**src/design/smtl_pkg.sv**
```systemverilog
// Shared types and command codes for the two-list sort and merge block.
`default_nettype none

package smtl_pkg;

  localparam int WORD_W = 32;

  // Input command codes
  localparam logic [1:0] CMD_PUSH_FIRST  = 2'd0;
  localparam logic [1:0] CMD_PUSH_SECOND = 2'd1;
  localparam logic [1:0] CMD_RUN         = 2'd2;

  // Controller to datapath
  typedef struct packed {
    logic push_first;   // write value into first list
    logic push_second;  // write value into second list
    logic run_clear;    // run on two empty lists: clear drop flag only
    logic scan_init;    // start of a run: clear taken marks and emit counter
    logic scan_issue;   // read one entry at the scan pointer
    logic emit;         // load output register with the current minimum
  } smtl_cmd_t;

  // Datapath to controller
  typedef struct packed {
    logic issue_last;   // scan pointer is on the last stored entry
    logic emit_last;    // next emitted item closes the run
    logic run_empty;    // both lists are empty
    logic slot_free;    // output register can take an item this cycle
  } smtl_status_t;

endpackage

`default_nettype wire

```
**src/design/smtl_dp.sv**
```systemverilog
// Datapath: list storage, minimum search over untaken entries, output register.
`default_nettype none

module smtl_dp
  import smtl_pkg::*;
#(
  parameter int LIST_DEPTH = 32
) (
  input  wire logic                     clk,
  input  wire logic                     rst,
  input  wire logic signed [WORD_W-1:0] value,
  input  wire smtl_cmd_t                cmd,
  output smtl_status_t                  status,
  input  wire logic                     out_stall,
  output logic                          out_valid,
  output logic signed [WORD_W-1:0]      merged_value,
  output logic                          last_item,
  output logic                          any_dropped
);

  localparam int IW = (LIST_DEPTH > 1) ? $clog2(LIST_DEPTH) : 1;
  localparam int CW = $clog2(LIST_DEPTH + 1);

  logic [WORD_W-1:0] mem_a [LIST_DEPTH];
  logic [WORD_W-1:0] mem_b [LIST_DEPTH];

  logic [CW-1:0]         count_a;
  logic [CW-1:0]         count_b;
  logic                  dropped;
  logic [LIST_DEPTH-1:0] taken_a;
  logic [LIST_DEPTH-1:0] taken_b;
  logic                  ptr_sel;
  logic [IW-1:0]         ptr_idx;
  logic                  rd_vld;
  logic                  rd_sel;
  logic [IW-1:0]         rd_idx;
  logic                  rd_taken;
  logic [WORD_W-1:0]     rd_a;
  logic [WORD_W-1:0]     rd_b;
  logic signed [WORD_W-1:0] best;
  logic                  best_found;
  logic                  best_sel;
  logic [IW-1:0]         best_idx;
  logic [CW:0]           emit_cnt;

  logic [CW:0]              total;
  logic [CW-1:0]            idx_inc;
  logic signed [WORD_W-1:0] rd_word;
  logic                     better;
  logic                     full_a;
  logic                     full_b;
  logic                     emit_last;

  assign total     = {1'b0, count_a} + {1'b0, count_b};
  assign idx_inc   = CW'(ptr_idx) + CW'(1);
  assign rd_word   = $signed(rd_sel ? rd_b : rd_a);
  assign better    = !rd_taken && (!best_found || (rd_word < best));
  assign full_a    = (count_a == CW'(LIST_DEPTH));
  assign full_b    = (count_b == CW'(LIST_DEPTH));
  assign emit_last = ((emit_cnt + (CW+1)'(1)) == total);

  assign status.issue_last = ptr_sel ? (idx_inc == count_b)
                                     : ((idx_inc == count_a) && (count_b == '0));
  assign status.emit_last  = emit_last;
  assign status.run_empty  = (total == '0);
  assign status.slot_free  = !out_valid || !out_stall;

  // List storage: one write port for pushes, one registered read at the pointer
  always_ff @(posedge clk) begin
    if (cmd.push_first && !full_a) begin
      mem_a[count_a[IW-1:0]] <= value;
    end
    if (cmd.push_second && !full_b) begin
      mem_b[count_b[IW-1:0]] <= value;
    end
    rd_a <= mem_a[ptr_idx];
    rd_b <= mem_b[ptr_idx];
  end

  // Control state
  always_ff @(posedge clk) begin
    if (rst) begin
      count_a    <= '0;
      count_b    <= '0;
      dropped    <= 1'b0;
      taken_a    <= '0;
      taken_b    <= '0;
      ptr_sel    <= 1'b0;
      ptr_idx    <= '0;
      rd_vld     <= 1'b0;
      best_found <= 1'b0;
      emit_cnt   <= '0;
      out_valid  <= 1'b0;
    end else begin
      rd_vld <= cmd.scan_issue;

      if (cmd.push_first) begin
        if (full_a) dropped <= 1'b1;
        else        count_a <= count_a + CW'(1);
      end
      if (cmd.push_second) begin
        if (full_b) dropped <= 1'b1;
        else        count_b <= count_b + CW'(1);
      end
      if (cmd.run_clear) begin
        dropped <= 1'b0;
      end

      if (cmd.scan_init) begin
        taken_a  <= '0;
        taken_b  <= '0;
        emit_cnt <= '0;
      end

      if (cmd.scan_init || cmd.emit) begin
        ptr_sel <= (count_a == '0);
        ptr_idx <= '0;
      end else if (cmd.scan_issue) begin
        if (!ptr_sel && (idx_inc == count_a)) begin
          ptr_sel <= 1'b1;
          ptr_idx <= '0;
        end else begin
          ptr_idx <= idx_inc[IW-1:0];
        end
      end

      if (cmd.scan_init || cmd.emit) begin
        best_found <= 1'b0;
      end else if (rd_vld && better) begin
        best_found <= 1'b1;
      end

      if (cmd.emit) begin
        if (best_sel) taken_b[best_idx] <= 1'b1;
        else          taken_a[best_idx] <= 1'b1;
        emit_cnt <= emit_cnt + (CW+1)'(1);
        if (emit_last) begin
          count_a <= '0;
          count_b <= '0;
          dropped <= 1'b0;
        end
      end

      if (cmd.emit) begin
        out_valid <= 1'b1;
      end else if (!out_stall) begin
        out_valid <= 1'b0;
      end
    end
  end

  // Payload registers
  always_ff @(posedge clk) begin
    if (cmd.scan_issue) begin
      rd_sel   <= ptr_sel;
      rd_idx   <= ptr_idx;
      rd_taken <= ptr_sel ? taken_b[ptr_idx] : taken_a[ptr_idx];
    end
    if (rd_vld && better) begin
      best     <= rd_word;
      best_sel <= rd_sel;
      best_idx <= rd_idx;
    end
    if (cmd.emit) begin
      merged_value <= best;
      last_item    <= emit_last;
      any_dropped  <= dropped;
    end
  end

  a_emit_into_free_slot: assert property (@(posedge clk) disable iff (rst)
    cmd.emit |-> (!out_valid || !out_stall))
    else $error("item loaded while output register holds a stalled item");

  a_emit_has_minimum: assert property (@(posedge clk) disable iff (rst)
    cmd.emit |-> best_found)
    else $error("emit without any untaken entry found by the scan");

  a_count_bound: assert property (@(posedge clk) disable iff (rst)
    (count_a <= CW'(LIST_DEPTH)) && (count_b <= CW'(LIST_DEPTH)))
    else $error("list count beyond depth");

  a_run_end_clears: assert property (@(posedge clk) disable iff (rst)
    (cmd.emit && emit_last) |=> ((count_a == '0) && (count_b == '0) && !dropped))
    else $error("lists not emptied after the last item of a run");

endmodule

`default_nettype wire

```
**src/design/smtl_ctrl.sv**
```systemverilog
// Controller: input handshake, run sequencing of scan, drain and emit steps.
`default_nettype none

module smtl_ctrl
  import smtl_pkg::*;
(
  input  wire logic         clk,
  input  wire logic         rst,
  input  wire logic         in_valid,
  output logic              in_stall,
  input  wire logic [1:0]   command,
  input  wire smtl_status_t status,
  output smtl_cmd_t         cmd
);

  typedef enum logic [1:0] {
    S_IDLE,
    S_SCAN,
    S_DRAIN,
    S_EMIT
  } state_t;

  state_t state;
  state_t state_next;
  logic   accept;

  assign in_stall = (state != S_IDLE);
  assign accept   = in_valid && !in_stall;

  always_comb begin
    cmd        = '0;
    state_next = state;
    unique case (state)
      S_IDLE: begin
        if (accept) begin
          unique case (command)
            CMD_PUSH_FIRST:  cmd.push_first  = 1'b1;
            CMD_PUSH_SECOND: cmd.push_second = 1'b1;
            CMD_RUN: begin
              if (status.run_empty) begin
                cmd.run_clear = 1'b1;
              end else begin
                cmd.scan_init = 1'b1;
                state_next    = S_SCAN;
              end
            end
            default: ;
          endcase
        end
      end
      S_SCAN: begin
        cmd.scan_issue = 1'b1;
        if (status.issue_last) state_next = S_DRAIN;
      end
      S_DRAIN: begin
        state_next = S_EMIT;
      end
      S_EMIT: begin
        if (status.slot_free) begin
          cmd.emit   = 1'b1;
          state_next = status.emit_last ? S_IDLE : S_SCAN;
        end
      end
      default: state_next = S_IDLE;
    endcase
  end

  always_ff @(posedge clk) begin
    if (rst) begin
      state <= S_IDLE;
    end else begin
      state <= state_next;
    end
  end

  a_scan_ends_in_drain: assert property (@(posedge clk) disable iff (rst)
    (state == S_SCAN && status.issue_last) |=> (state == S_DRAIN))
    else $error("scan did not stop on the last entry");

  a_drain_to_emit: assert property (@(posedge clk) disable iff (rst)
    (state == S_DRAIN) |=> (state == S_EMIT))
    else $error("drain not followed by emit");

  a_run_start: assert property (@(posedge clk) disable iff (rst)
    cmd.scan_init |=> (state == S_SCAN))
    else $error("run started without entering scan");

endmodule

`default_nettype wire

```
**src/design/sort_and_merge_two_lists_core.sv**
```systemverilog
// Top level of the two-list sort and merge block: controller plus datapath.
// Push items are taken one per cycle outside a run; each push finishes in that cycle, no result.
// A run over n = n1 + n2 stored values emits n items; for each item the controller
// reads every stored entry from the single-read list memories, drains the compare
// and loads the output register, so input is stalled for the whole run plus output stall.
// Sync reset clears counts, drop flag, controller and output valid; lists are not cleared.
`default_nettype none

module sort_and_merge_two_lists_core
  import smtl_pkg::*;
#(
  parameter int LIST_DEPTH = 32
) (
  input  wire logic                     clk,
  input  wire logic                     rst,
  // input item channel
  input  wire logic                     in_valid,
  output logic                          in_stall,
  input  wire logic [1:0]               command,
  input  wire logic signed [WORD_W-1:0] value,
  // result item channel
  output logic                          out_valid,
  input  wire logic                     out_stall,
  output logic signed [WORD_W-1:0]      merged_value,
  output logic                          last_item,
  output logic                          any_dropped
);

  // The run works as a repeated minimum search: each pass reads every stored
  // entry of both lists in turn, skips entries already emitted in this run,
  // and keeps the smallest signed value. Equal values are interchangeable,
  // so the output order matches a sort of each list followed by a merge.
  smtl_cmd_t    cmd;
  smtl_status_t status;

  smtl_ctrl u_ctrl (
    .clk      (clk),
    .rst      (rst),
    .in_valid (in_valid),
    .in_stall (in_stall),
    .command  (command),
    .status   (status),
    .cmd      (cmd)
  );

  // Output register in the datapath parts the result side from the search,
  // so the last item of a run can wait while new pushes are taken.
  smtl_dp #(
    .LIST_DEPTH (LIST_DEPTH)
  ) u_dp (
    .clk          (clk),
    .rst          (rst),
    .value        (value),
    .cmd          (cmd),
    .status       (status),
    .out_stall    (out_stall),
    .out_valid    (out_valid),
    .merged_value (merged_value),
    .last_item    (last_item),
    .any_dropped  (any_dropped)
  );

endmodule

`default_nettype wire
```
**config.mk**
```make
export PLATFORM = sky130hd
export DESIGN_NAME = sort_and_merge_two_lists_core
export DESIGN_NICKNAME = d
export VERILOG_FILES = /design/src/design/smtl_pkg.sv /design/src/design/smtl_dp.sv /design/src/design/smtl_ctrl.sv /design/src/design/sort_and_merge_two_lists_core.sv
export SDC_FILE = /design/constraint.sdc
export NUM_CORES = 2
export LEC_CHECK = 0
export BUFFER_PORTS_ARGS = -buffer_cell sky130_fd_sc_hd__buf_4
export CAP_MARGIN = 15
export CORE_ASPECT_RATIO = 1.4
export CORE_MARGIN = 2
export CORE_UTILIZATION = 50
export CTS_CLUSTER_SIZE = 10
export DETAILED_ROUTE_END_ITERATION = 10
export GPL_TIMING_DRIVEN = 0
export PLACE_DENSITY = 0.65
export SLEW_MARGIN = 0
export SYNTH_ARGS = -nofsm -noshare
export SYNTH_HDL_FRONTEND = slang
export SYNTH_SLANG_ARGS = --single-unit
```
**constraint.sdc**
```tcl
create_clock -name clk -period 8.59 [get_ports clk]
set_input_delay 1.2885 -clock clk [delete_from_list [all_inputs] [get_ports clk]]
set_output_delay 1.2885 -clock clk [all_outputs]
set_load 0.005 [all_outputs]
```
==> reports/summary.txt <==
outcome - completed
worst-path cell chain - clkbuf_2 > clkbuf_1 > mux2_2 > ha_1 > or4b_1 > a211o_1 > a221o_1 > a211oi_2 > mux2_1 > a21oi_4 > buf_12
Net Sw Power - 4.50 mW
Period minus WS final - 5.01 ns
Die Height - 499 um
Flop pwr share - 53.6%
post-synth net total - 3912
EDFF count, synth - 2127
register area share after synthesis - 76.7%
CTS tree - built
DRC - 0
RSZ-0062 raised after global routing - false
Total Nets Final - 4372
wire length per cell - 33.6 um
flops & latches, synth - 2286
Net Sw Frac - 19.8%
Critical Path RT - 9.17 ns
Die Wd - 357 um
Synth cell types - 60
Vias/cell - 6.33
# fillers - 12200
Clock Tree Buf Depth - 4
Skew-Pair Late Insertion Delay - 0.91 ns
most common cell after layout, fill and taps aside - edfxtp_1
number of detailed-route iterations in the first pass - 6
final hold vios - 0
CTS Root Cell - clkbuf_16
fin crit share - 58.3%
placed cell area - 0.0931 mm^2
first-pass GRT wire length - 316000 um
# setup viols final - 0
ranking of synthesized cells by area - edfxtp_1 73%, mux4_2 17%, dfxtp_1 3.6%
syn avg cell area - 22.9 um^2
H-tree Lvls - 5
final RePlAce weighted congestion - 0.910
worst-case hold slack - 0.445 ns
share of the synthesized area in the top cell type - 73.0%
DP HPWL - 146000 um
port bufs - 72
CP max FO - 26
max_slew headroom - 20.2%
Synth area leader - edfxtp_1
most frequent cells in the layout - 2127 x edfxtp_1, 661 x mux4_2, 281 x clkbuf_16
vias in the first global route - 43200
core area - 0.174 mm^2
aggregate global-route resource usage - 25.5%
skew final - 0.0478 ns
largest net degree at the start of global routing - 65
cts hold-fix bufs - 0
leak pwr - 31.0 nW
Slew @ Worst Pin - 1.19 ns
crit end category - flip-flop
max frequency - 0.200 GHz
maximum VDD drop - 206 uV
DIE AREA - 0.178 mm^2
dominant synthesized flop cell - edfxtp_1
CTS resizes - 0
Initial DRC Count - 5693
Boundary Pins - 74
Area Overhead vs Synth - 15.1%
Cell Area, Synth - 0.0874 mm^2
Worst setup SP type - flip-flop
Initial Utilization - 50.3%
Final Instance Area - 0.101 mm^2
antenna violations before repair - 18
min-delay worst type - flip-flop to flip-flop
Max-Cap Viols - 0
clock power share - 43.9%
Post-synth ARST share - 0%
vias - 42200
row count - 181
Setup Buffers After CTS - 0
max-slew violations - 0
clock sinks - 2286
Internal - 18.3 mW
Synth Warn # - 0
layout cells sized above 1 - 31.0%
power density over the cells - 226 mW/mm^2
combinational share of power - 2.4%
clk slew on worst S/H paths - 0.06 ns
CTS Buf Count - 279
Setup TNS Final - 0 ns
WL final - 223000 um
max incr delay on CP - 0.70 ns
critical path class - flip-flop to flip-flop
Detail Route Antenna Nets - 0
slowest cell on the critical path - clkbuf_1
Post-Synthesis Cells - 3823
grt ovf - 0
worst path arrival time - 5.59 ns
-- worst paths after layout --
kind	slack, ns	startpoint	cells past startpoint	to
max	3.58	u_dp.rd_sel	11	u_dp.best_idx[4]
min	0.44	u_dp.best[4]	0	u_dp.merged_value[4]
max reg2reg	3.58	u_dp.rd_sel	11	u_dp.best_idx[4]
min reg2reg	0.44	u_dp.best[4]	0	u_dp.merged_value[4]
-- power groups by stage --
stage	clock network, mW	logic [mW]	registers (mW)
after global routing	10.6	0.585	12.2
final	10.0	0.551	12.2
after CTS	10.1	0.552	12.2
after floorplan	0	0.245	12.4
after detailed placement	0	0.552	12.5
after global placement	0	0.526	12.5
-- Yosys cell counts (33+ instances only) --
cell type  count
clkbuf_1     112
buf_1         48
mux2_2        97
nor2_1       156
a22oi_1       64
ha_1          50
buf_2         34
edfxtp_1    2127
inv_1         48
mux4_2       661
nand2_1       33
dfxtp_1      159
-- through the flow --
step | utilization, % | std cells | setup WS [ns] | total power [mW]
after global routing | 57.9 | 6657 | 3.45 | 23.4
after floorplan | - | 3823 | 3.20 | 12.7
final | 57.9 | 6661 | 3.58 | 22.8
after CTS | 57.9 | 6652 | 3.61 | 22.9
after global placement | 52.3 | 6182 | -0.910 | 13.0
after detailed placement | 53.6 | 6285 | 3.64 | 13.0
-- worst max-delay path: cells and delay by family, from the launching register on --
| family | cells | cell delay [ns] |
|---|---|---|
| AOI/OAI and AO/OA | 4 | 1.49 |
| buffers and inverters | 3 | 1.22 |
| muxes | 2 | 0.88 |
| and+or+nand+nor | 1 | 0.48 |
| DFF | 1 | 0.38 |
| adders and majority gates | 1 | 0.23 |
-- cells by family after synthesis --
family                   Yosys count  synth area share (%)
XOR/XNOR                          34                 0.372
adder cells (fa/ha/maj)           51                 0.738
multiplexers                     763                  18.3
flip-flops                      2286                  76.7
AND/OR/NAND/NOR                  302                  1.62
buffers and inverters            244                  1.10
AO/OA/AOI/OAI                    143                  1.15
-- per-layer routing --
layer  vias to the layer above  wire length, um  GRT usage [%]
met5                         -               13              0
met4                         2             9130           10.2
met3                       360            17500           4.71
met1                     22800            83200           33.3
li1                      17000                -              -
met2                      2014           114000           42.5
-- flip-flops by register name, indices dropped and copies added (netlist names), 2 cells and up --
register / cells
u_dp.mem_a: 1024
u_dp.mem_b: 1024
u_dp.best: 32
u_dp.merged_value: 32
u_dp.rd_a: 32
u_dp.rd_b: 32
u_dp.taken_a: 32
u_dp.taken_b: 32
u_dp.emit_cnt: 7
u_dp.count_a: 6
u_dp.count_b: 6
u_dp.best_idx: 5
u_dp.ptr_idx: 5
u_dp.rd_idx: 5
u_ctrl.state: 2
-- final cells by class --
class                      instances  area (um^2)  area share (%)
sequential                      2286        67100            66.6
tap                             2287         2860            2.84
clock buffer                     359         7350            7.31
buffer                           195          790           0.784
clock inverter                     8         85.1          0.0845
inverter                          49          184           0.183
multi-input combinational       1293        19900            19.8
antenna                            5         12.5          0.0124
timing repair buffer             179         2400            2.38
No activity file was read; power rests on OpenSTA's default activity.
